--- config.mk ---
export PLATFORM = sky130hd
export DESIGN_NAME = mac_address_text_parser
export DESIGN_NICKNAME = d
export VERILOG_FILES = /design/src/rtl/core/macp_pkg.sv /design/src/rtl/core/macp_front.sv /design/src/rtl/core/macp_queue.sv /design/src/rtl/core/macp_back.sv /design/src/rtl/core/mac_address_text_parser.sv
export SDC_FILE = /design/constraint.sdc
export NUM_CORES = 1
export LEC_CHECK = 0
export ABC_AREA = 1
export BUFFER_PORTS_ARGS = -buffer_cell sky130_fd_sc_hd__buf_2
export CORE_UTILIZATION = 54
export DETAILED_ROUTE_END_ITERATION = 10
export PLACE_DENSITY = 0.75
export SYNTH_ARGS = -nofsm -noshare
export SYNTH_HDL_FRONTEND = slang
export SYNTH_HIERARCHICAL = 1
export SYNTH_SLANG_ARGS = --single-unit
--- constraint.sdc ---
create_clock -name clk -period 3.4 [get_ports clk]
set_clock_uncertainty 0.15 [all_clocks]
set_input_delay 0.68 -clock clk [delete_from_list [all_inputs] [get_ports clk]]
set_output_delay 0.68 -clock clk [all_outputs]
set_load 0.02 [all_outputs]
--- src/rtl/core/macp_pkg.sv ---
package macp_pkg;

    localparam int MAX_TEXT_LEN_DEF = 17;
    localparam int QUEUE_DEPTH_DEF  = 2;

    localparam logic [7:0] CHAR_NUL   = 8'h00;
    localparam logic [7:0] CHAR_COLON = 8'h3a;
    localparam logic [7:0] CHAR_DASH  = 8'h2d;
    localparam logic [7:0] CHAR_DOT   = 8'h2e;

    localparam logic [3:0] ALPHA_OFFSET = 4'd9;

    localparam logic [2:0] LAST_FIELD_SIX   = 3'd5;
    localparam logic [2:0] LAST_FIELD_THREE = 3'd2;
    localparam logic [2:0] MAX_DIGITS       = 3'd4;
    localparam logic [2:0] BYTE_DIGITS      = 3'd2;

    localparam logic [2:0] FMT_SIX_BASE   = 3'd0;
    localparam logic [2:0] FMT_THREE_BASE = 3'd3;
    localparam logic [2:0] FMT_INVALID    = 3'd0;

    typedef enum logic [1:0] {
        CLS_HEX,
        CLS_SEP,
        CLS_NUL,
        CLS_OTHER
    } char_class_t;

    typedef enum logic [1:0] {
        SEP_NONE,
        SEP_COLON,
        SEP_DASH,
        SEP_DOT
    } sep_kind_t;

    typedef struct packed {
        char_class_t cls;
        sep_kind_t   sep;
        logic [3:0]  nibble;
    } char_entry_t;

    typedef struct packed {
        logic        valid;
        char_entry_t entry;
    } queue_head_t;

endpackage

--- src/rtl/core/macp_front.sv ---
module macp_front
    import macp_pkg::*;
(
    input  logic [7:0]  text_char,
    output char_entry_t entry
);

    always_comb
    begin
        entry.cls    = CLS_OTHER;
        entry.sep    = SEP_NONE;
        entry.nibble = text_char[3:0];
        if (text_char == CHAR_NUL)
        begin
            entry.cls = CLS_NUL;
        end
        else if (text_char inside {[8'h30:8'h39]})
        begin
            entry.cls = CLS_HEX;
        end
        else if (text_char inside {[8'h41:8'h46], [8'h61:8'h66]})
        begin
            entry.cls    = CLS_HEX;
            entry.nibble = text_char[3:0] + ALPHA_OFFSET;
        end
        else if (text_char == CHAR_COLON)
        begin
            entry.cls = CLS_SEP;
            entry.sep = SEP_COLON;
        end
        else if (text_char == CHAR_DASH)
        begin
            entry.cls = CLS_SEP;
            entry.sep = SEP_DASH;
        end
        else if (text_char == CHAR_DOT)
        begin
            entry.cls = CLS_SEP;
            entry.sep = SEP_DOT;
        end
    end

endmodule

--- src/rtl/core/macp_queue.sv ---
module macp_queue
    import macp_pkg::*;
#(
    parameter int DEPTH = QUEUE_DEPTH_DEF
)
(
    input  logic        clk,
    input  logic        rst_n,
    input  logic        push,
    input  char_entry_t push_entry,
    input  logic        pop,
    output logic        full,
    output queue_head_t head
);

    localparam int PW = (DEPTH > 1) ? $clog2(DEPTH) : 1;
    localparam int CW = $clog2(DEPTH + 1);
    localparam logic [PW-1:0] LAST_PTR = PW'(DEPTH - 1);

    char_entry_t   slot_reg [DEPTH];
    logic [PW-1:0] wr_ptr_reg, wr_ptr_next;
    logic [PW-1:0] rd_ptr_reg, rd_ptr_next;
    logic [CW-1:0] count_reg, count_next;
    logic          do_push;
    logic          do_pop;

    assign full       = (count_reg == CW'(DEPTH));
    assign head.valid = (count_reg != '0);
    assign head.entry = slot_reg[rd_ptr_reg];
    assign do_push    = push && !full;
    assign do_pop     = pop && head.valid;

    always_comb
    begin
        wr_ptr_next = wr_ptr_reg;
        rd_ptr_next = rd_ptr_reg;
        count_next  = count_reg;
        if (do_push)
        begin
            wr_ptr_next = (wr_ptr_reg == LAST_PTR) ? '0 : wr_ptr_reg + PW'(1);
        end
        if (do_pop)
        begin
            rd_ptr_next = (rd_ptr_reg == LAST_PTR) ? '0 : rd_ptr_reg + PW'(1);
        end
        if (do_push && !do_pop)
        begin
            count_next = count_reg + CW'(1);
        end
        else if (do_pop && !do_push)
        begin
            count_next = count_reg - CW'(1);
        end
    end

    always_ff @(posedge clk or negedge rst_n)
    begin
        if (!rst_n)
        begin
            wr_ptr_reg <= '0;
            rd_ptr_reg <= '0;
            count_reg  <= '0;
        end
        else
        begin
            wr_ptr_reg <= wr_ptr_next;
            rd_ptr_reg <= rd_ptr_next;
            count_reg  <= count_next;
        end
    end

    always_ff @(posedge clk)
    begin
        if (do_push)
        begin
            slot_reg[wr_ptr_reg] <= push_entry;
        end
    end

endmodule

--- src/rtl/core/macp_back.sv ---
module macp_back
    import macp_pkg::*;
#(
    parameter int MAX_TEXT_LEN = MAX_TEXT_LEN_DEF
)
(
    input  logic        clk,
    input  logic        rst_n,
    input  queue_head_t head,
    output logic        pop,
    output logic        out_valid,
    input  logic        out_ready,
    output logic [47:0] mac_address,
    output logic        valid_res,
    output logic [2:0]  format
);

    localparam int CW = $clog2(MAX_TEXT_LEN + 1);
    localparam logic [CW-1:0] MAX_LEN = CW'(MAX_TEXT_LEN);

    sep_kind_t     sep_reg, sep_next;
    logic [2:0]    field_reg, field_next;
    logic [2:0]    digits_reg, digits_next;
    logic [15:0]   value_reg, value_next;
    logic [47:0]   six_reg, six_next;
    logic [47:0]   three_reg, three_next;
    logic [CW-1:0] chars_reg, chars_next;
    logic          bad_reg, bad_next;
    logic          wide_reg, wide_next;

    logic          out_valid_reg, out_valid_next;
    logic [47:0]   mac_reg, mac_next;
    logic          ok_reg, ok_next;
    logic [2:0]    fmt_reg, fmt_next;

    char_entry_t   entry;
    logic          take;
    logic          take_nul;
    logic          wide_last;
    logic [2:0]    sep_off;

    assign entry       = head.entry;
    assign take        = head.valid && (entry.cls != CLS_NUL || !out_valid_reg || out_ready);
    assign take_nul    = take && entry.cls == CLS_NUL;
    assign pop         = take;
    assign out_valid   = out_valid_reg;
    assign mac_address = mac_reg;
    assign valid_res   = ok_reg;
    assign format      = fmt_reg;
    assign wide_last   = wide_reg || digits_reg > BYTE_DIGITS;
    assign sep_off     = {1'b0, sep_reg} - 3'd1;

    always_comb
    begin
        sep_next       = sep_reg;
        field_next     = field_reg;
        digits_next    = digits_reg;
        value_next     = value_reg;
        six_next       = six_reg;
        three_next     = three_reg;
        chars_next     = chars_reg;
        bad_next       = bad_reg;
        wide_next      = wide_reg;
        out_valid_next = out_valid_reg && !out_ready;
        mac_next       = mac_reg;
        ok_next        = ok_reg;
        fmt_next       = fmt_reg;

        if (take_nul)
        begin
            out_valid_next = 1'b1;
            mac_next       = '0;
            ok_next        = 1'b0;
            fmt_next       = FMT_INVALID;
            if (!bad_reg && digits_reg != '0 && sep_reg != SEP_NONE)
            begin
                if (field_reg == LAST_FIELD_SIX && !wide_last)
                begin
                    ok_next  = 1'b1;
                    mac_next = {six_reg[47:8], value_reg[7:0]};
                    fmt_next = FMT_SIX_BASE + sep_off;
                end
                else if (field_reg == LAST_FIELD_THREE)
                begin
                    ok_next  = 1'b1;
                    mac_next = {three_reg[47:16], value_reg};
                    fmt_next = FMT_THREE_BASE + sep_off;
                end
            end
            sep_next    = SEP_NONE;
            field_next  = '0;
            digits_next = '0;
            value_next  = '0;
            six_next    = '0;
            three_next  = '0;
            chars_next  = '0;
            bad_next    = 1'b0;
            wide_next   = 1'b0;
        end
        else if (take)
        begin
            if (chars_reg >= MAX_LEN)
            begin
                bad_next = 1'b1;
            end
            else
            begin
                chars_next = chars_reg + CW'(1);
            end
            if (!bad_reg && chars_reg < MAX_LEN)
            begin
                case (entry.cls)
                    CLS_HEX:
                    begin
                        if (digits_reg >= MAX_DIGITS)
                        begin
                            bad_next = 1'b1;
                        end
                        else
                        begin
                            value_next  = {value_reg[11:0], entry.nibble};
                            digits_next = digits_reg + 3'd1;
                        end
                    end
                    CLS_SEP:
                    begin
                        if (sep_reg == SEP_NONE)
                        begin
                            sep_next = entry.sep;
                        end
                        if (sep_reg != SEP_NONE && sep_reg != entry.sep)
                        begin
                            bad_next = 1'b1;
                        end
                        else if (digits_reg == '0 || field_reg >= LAST_FIELD_SIX)
                        begin
                            bad_next = 1'b1;
                        end
                        else
                        begin
                            wide_next = wide_last;
                            for (int i = 0; i < 6; i++)
                            begin
                                if (field_reg == 3'(i))
                                begin
                                    six_next[47-8*i -: 8] = value_reg[7:0];
                                end
                            end
                            for (int i = 0; i < 3; i++)
                            begin
                                if (field_reg == 3'(i))
                                begin
                                    three_next[47-16*i -: 16] = value_reg;
                                end
                            end
                            field_next  = field_reg + 3'd1;
                            digits_next = '0;
                            value_next  = '0;
                        end
                    end
                    default:
                    begin
                        bad_next = 1'b1;
                    end
                endcase
            end
        end
    end

    always_ff @(posedge clk or negedge rst_n)
    begin
        if (!rst_n)
        begin
            sep_reg       <= SEP_NONE;
            field_reg     <= '0;
            digits_reg    <= '0;
            value_reg     <= '0;
            six_reg       <= '0;
            three_reg     <= '0;
            chars_reg     <= '0;
            bad_reg       <= 1'b0;
            wide_reg      <= 1'b0;
            out_valid_reg <= 1'b0;
        end
        else
        begin
            sep_reg       <= sep_next;
            field_reg     <= field_next;
            digits_reg    <= digits_next;
            value_reg     <= value_next;
            six_reg       <= six_next;
            three_reg     <= three_next;
            chars_reg     <= chars_next;
            bad_reg       <= bad_next;
            wide_reg      <= wide_next;
            out_valid_reg <= out_valid_next;
        end
    end

    always_ff @(posedge clk)
    begin
        mac_reg <= mac_next;
        ok_reg  <= ok_next;
        fmt_reg <= fmt_next;
    end

    a_invalid_is_zero: assert property (@(posedge clk) disable iff (!rst_n)
        out_valid_reg && !ok_reg |-> mac_reg == '0 && fmt_reg == FMT_INVALID)
        else $error("invalid result carries nonzero address or format");

    a_nul_clears_state: assert property (@(posedge clk) disable iff (!rst_n)
        take_nul |=> field_reg == '0 && digits_reg == '0 && chars_reg == '0 && !bad_reg)
        else $error("parser state not cleared after end of string");

    a_counters_bounded: assert property (@(posedge clk) disable iff (!rst_n)
        digits_reg <= MAX_DIGITS && field_reg <= LAST_FIELD_SIX && chars_reg <= MAX_LEN)
        else $error("parser counter out of range");

    a_no_overwrite: assert property (@(posedge clk) disable iff (!rst_n)
        out_valid_reg && !out_ready |-> !take_nul)
        else $error("result taken from queue while output is stalled");

endmodule

--- src/rtl/core/mac_address_text_parser.sv ---
// Parses a MAC address written as text, one character per beat on text_char, with NUL ending
// the string. Six fields of 1-2 hex digits or three fields of 1-4 hex digits are accepted,
// split by one kind of separator (':', '-' or '.'); each NUL yields one result beat with the
// 48-bit address, valid_res and the format code (0-2 six fields, 3-5 three fields, in
// colon/dash/dot order), other characters yield none. The block takes one character per
// cycle while in_ready is high: a classifier feeds a QUEUE_DEPTH-entry queue that the parser
// drains one entry per cycle, except that a NUL waits while a result is still held, and
// out_valid rises at the edge where the parser takes the NUL from the queue. While a result
// waits in the output register, characters keep flowing until the parser reaches the next
// NUL; in_ready then drops once the queue is full.
module mac_address_text_parser
    import macp_pkg::*;
#(
    parameter int MAX_TEXT_LEN = MAX_TEXT_LEN_DEF,
    parameter int QUEUE_DEPTH  = QUEUE_DEPTH_DEF
)
(
    input  logic        clk,
    input  logic        rst_n,
    input  logic        in_valid,
    output logic        in_ready,
    input  logic [7:0]  text_char,
    output logic        out_valid,
    input  logic        out_ready,
    output logic [47:0] mac_address,
    output logic        valid_res,
    output logic [2:0]  format
);

    char_entry_t classified;
    queue_head_t head;
    logic        full;
    logic        pop;

    assign in_ready = !full;

    macp_front u_front (
        .text_char (text_char),
        .entry     (classified)
    );

    macp_queue #(
        .DEPTH (QUEUE_DEPTH)
    ) u_queue (
        .clk        (clk),
        .rst_n      (rst_n),
        .push       (in_valid),
        .push_entry (classified),
        .pop        (pop),
        .full       (full),
        .head       (head)
    );

    macp_back #(
        .MAX_TEXT_LEN (MAX_TEXT_LEN)
    ) u_back (
        .clk         (clk),
        .rst_n       (rst_n),
        .head        (head),
        .pop         (pop),
        .out_valid   (out_valid),
        .out_ready   (out_ready),
        .mac_address (mac_address),
        .valid_res   (valid_res),
        .format      (format)
    );

endmodule
==> impl_summary.md <==
STA
The max-slew violation count is 0. For the pin with the worst max-slew slack, the measured transition is 785 ps. Of the available clock period, the critical path in the final layout requires 82.1%. After routing, the total negative slack on setup checks comes to 0 ps. The number of hold violations in the final report came to 0. Based on the critical path, the design can be clocked at up to 0.358 GHz. Setup repair after global routing left no endpoint under its margin. In this run the tightest slew margin relative to its limit is 47.6%. Setup violations remaining at the end of the flow were counted as 0. The worst path needs 2790 ps of the cycle, external delays included. Setup slack on the critical path of the routed design comes to 609 ps.

CTS
The cell at the root of the clock tree is sky130_fd_sc_hd__clkbuf_16. The number of buffers added for setup after CTS is 0. The number of clock buffers added by TritonCTS is 17. The count of clock tree sinks is 160. Once the clock tree was built, the resizer swapped 0 gates to a different size.

The CTS tree is yes. The number of buffers inserted for hold repair after clock tree synthesis is 0. CTS built an H-tree with a depth of 4. The clock passes through at most 2 buffers. At the later pin of the worst-skew pair, clock insertion delay measures 430 ps. The clock transition at the registers of the reported paths is 70 ps.

Cells and area
Counting the fill cells in the layout gives 1205. Leaving out fill and tap cells, the most frequent cell in the layout is sky130_fd_sc_hd__nand2_1. The register with the most flip-flops in the layout has 48 of them.

The area growth from synthesis to layout is 14.7%. In the final layout, the multi-input gates occupy 2920 um2. Cells fill 63.8% of the core in the end. The number of antenna diodes in the final layout is 0. The share of layout cells above drive strength 1 is 15.0%. Summing all flip-flop and latch instances after layout gives 4340 um2. The net count of the finished layout is 988. The number of standard cells in the layout, taps in and fillers out is 1152. The library cells used most frequently in the layout, excluding fill and tap cells, are sky130_fd_sc_hd__nand2_1, sky130_fd_sc_hd__nand3_1, sky130_fd_sc_hd__dfrtp_1.

Hold path
The class of the tightest hold or removal check is in -> async.

Logic synthesis
In this run, synthesis produced a sequential element count of 160. The synthesized design contains 68 enable-type register cells. The register area share after synthesis is 56.3%.

For this run, the leading register cell type out of synthesis is sky130_fd_sc_hd__dfrtp_1. After technology mapping, the gate count stands at 897. Yosys mapped the design onto 30 distinct sky130hd cell types. Sorting the synthesized cells by area gives the leading types as sky130_fd_sc_hd__dfrtp_1, sky130_fd_sc_hd__edfxtp_1, sky130_fd_sc_hd__nand2_1.

The fraction of registers with async set or reset after synthesis is 57.5%. A synthesized cell averages 8.60 um2. Counting every net in the synthesized netlist gives 926. The number of synthesis warnings is 6.

The area share of the leading cell type in the synthesized netlist is 29.8%. The library cell occupying the most area in the post-synthesis netlist is sky130_fd_sc_hd__dfrtp_1. The cell area after technology mapping is 7710 um2.

Power
The share of power burned in combinational logic is 38.9%. In this run switching power makes up 43.2% of total power. The internal power contribution is 4830 uW. Across the VDD grid, the largest voltage drop is 0.618 mV. The total leakage power is 0.00432 uW. The clock network burns 23.7% of the power.

Power spread over the standard cell area amounts to 960 nW/um2. Summed over all nets, the switching power comes to 3670 uW. The sequential cell fraction of total power is 37.4%.

Global routing
The number of antenna violations at the first check in global routing came to 0. The first-pass GRT wire length is 28400 um. Global routing finished with a remaining overflow of 0. For this run, the total global-route usage over all layers was measured as 25.4%. The via count of the first global-routing pass is 5671. The maximum number of pins on one net before global-route repair is 53.

Floorplanning
The initial standard-cell utilization of the core is 55.6%. The x dimension of the die is 122 um. The number of cell rows is 43. In this run the count of I/O pins placed on the die edge is 66.

The die covers 14800 um2. The core region area is 13900 um2. The height of the die is 122 um.

Critical path
The worst setup path is captured at a register. Along the worst path, the maximum fanout reaches 28. At the worst endpoint, the required time is 3570 ps. STA puts the critical path data arrival time at 2960 ps.

The critical path is of the reg -> reg type. The type of origin of the critical path is a register.

Place
In this run the tool buffered the top-level ports with 65 buffer cells. Including well taps, the total number of placed cells is 1120. The placed wire-length estimate after detailed placement is 11900 um. At the end of routability-driven placement, the weighted congestion stood at 0.819. Timing analysis after detailed placement gives a worst setup slack of 637 ps.

Route
The detailed-router iteration count before antenna repair is 8. For this block, the initial DRC count from the detailed router was 622. The number of routed nets with antenna violations is 0. The routed wire length per instance is 15.2 um. Across all layers, the routed design uses 6183 vias. The total wirelength of the detailed-routed design is 17500 um. After detailed routing, the number of remaining DRC violations is 0. The average vias per placed instance is 5.37.

Run status
The run finished with clean final reports.

Run
The tool flagged a number of max-cap violations equal to 0.
-- area by class of cell --
| class | instances | area share (%) |
|---|---|---|
| well taps | 180 | 2.54 |
| flip-flops and latches | 160 | 49.1 |
| clock buffers | 17 | 4.81 |
| inverters | 77 | 3.27 |
| repair buffers | 79 | 5.03 |
| clock inverters | 15 | 2.23 |
| multi-input cells | 624 | 33.0 |
-- Yosys cell counts (3+ instances only) --
library cell               instances
sky130_fd_sc_hd__inv_2             7
sky130_fd_sc_hd__nand4_1           3
sky130_fd_sc_hd__nor2_2            7
sky130_fd_sc_hd__clkbuf_1         16
sky130_fd_sc_hd__nor2_1           58
sky130_fd_sc_hd__edfxtp_1         68
sky130_fd_sc_hd__nand2_1         325
sky130_fd_sc_hd__ha_1             17
sky130_fd_sc_hd__a21oi_1          42
sky130_fd_sc_hd__o21ai_0          16
sky130_fd_sc_hd__buf_1             4
sky130_fd_sc_hd__xnor2_1           3
sky130_fd_sc_hd__nand2_2          10
sky130_fd_sc_hd__nand3_1         119
sky130_fd_sc_hd__xor2_1            4
sky130_fd_sc_hd__buf_2            15
sky130_fd_sc_hd__o211ai_1          3
sky130_fd_sc_hd__dfrtp_1          92
sky130_fd_sc_hd__inv_1            69
sky130_fd_sc_hd__a211oi_1          4
sky130_fd_sc_hd__nor2_4            4
-- layer usage --
metal / routed length [um] / share of wire, % / global-route usage, %
met1: 7590 / 43 / 34.4
met2: 8260 / 47 / 40.2
met3: 1170 / 6.7 / 5.12
met4: 447 / 2.6 / 10.0
met5: 0 / 0 / 0
-- path summary, 6_finish.rpt --
kind,start,endpoint,slack (ps),depth (start not counted)
min,rst_n,u_back/out_valid$_DFF_PN0_,90,1
max reg2reg,u_queue/rd_ptr_reg$_DFFE_PN0P_,u_back/three_reg[42]$_DFFE_PN0P_,610,12
max in group asynchronous,rst_n,u_back/three_reg[45]$_DFFE_PN0P_,2350,2
min reg2reg,u_back/six_reg[30]$_DFFE_PN0P_,u_back/six_reg[30]$_DFFE_PN0P_,320,2
max,u_queue/rd_ptr_reg$_DFFE_PN0P_,u_back/three_reg[42]$_DFFE_PN0P_,610,12
min in group clk,u_back/six_reg[30]$_DFFE_PN0P_,u_back/six_reg[30]$_DFFE_PN0P_,320,2
-- stage by stage --
stage / area (um2) / hold WS (ps) / power (uW)
CTS: 8850 / 97.2 / 8490
detailed placement: 8230 / 310 / 6440
floorplan: 7720 / 234 / 5560
finish: 8850 / 87.0 / 8500
global route: 8850 / 124 / 9060
global placement: 8230 / 304 / 6350
-- cell families after synthesis --
| family | count (synthesis) | synth area share, % |
|---|---|---|
| buf+inv | 113 | 5.79 |
| simple gates | 533 | 29.4 |
| flops | 160 | 56.3 |
| xor+xnor | 7 | 0.795 |
| compound gates | 67 | 4.93 |
| fa+ha+maj | 17 | 2.76 |
-- worst max-delay path, stage by stage, from the launching register on --
cell and delay (ps):
sky130_fd_sc_hd__dfrtp_1 480, sky130_fd_sc_hd__inv_2 170, sky130_fd_sc_hd__nand2_1 70, sky130_fd_sc_hd__nand2_1 110, sky130_fd_sc_hd__inv_2 60, sky130_fd_sc_hd__nor2_2 120, sky130_fd_sc_hd__nand3_4 280, sky130_fd_sc_hd__nand2_1 290
sky130_fd_sc_hd__nand2_1 130, sky130_fd_sc_hd__nor2_4 330, sky130_fd_sc_hd__nand2_2 270, sky130_fd_sc_hd__nand2_1 130, sky130_fd_sc_hd__nand2_1 70
-- power groups by stage --
stage / combinational, uW / clock (uW) / sequential (uW)
3_3_place_gp: 3170 / 0 / 3180
5_1_grt: 3700 / 2120 / 3240
3_5_place_dp: 3250 / 0 / 3190
6_report: 3300 / 2020 / 3180
2_1_floorplan: 2240 / 0 / 3320
4_1_cts: 3290 / 2040 / 3170
No activity file was read; power rests on OpenSTA's default activity.
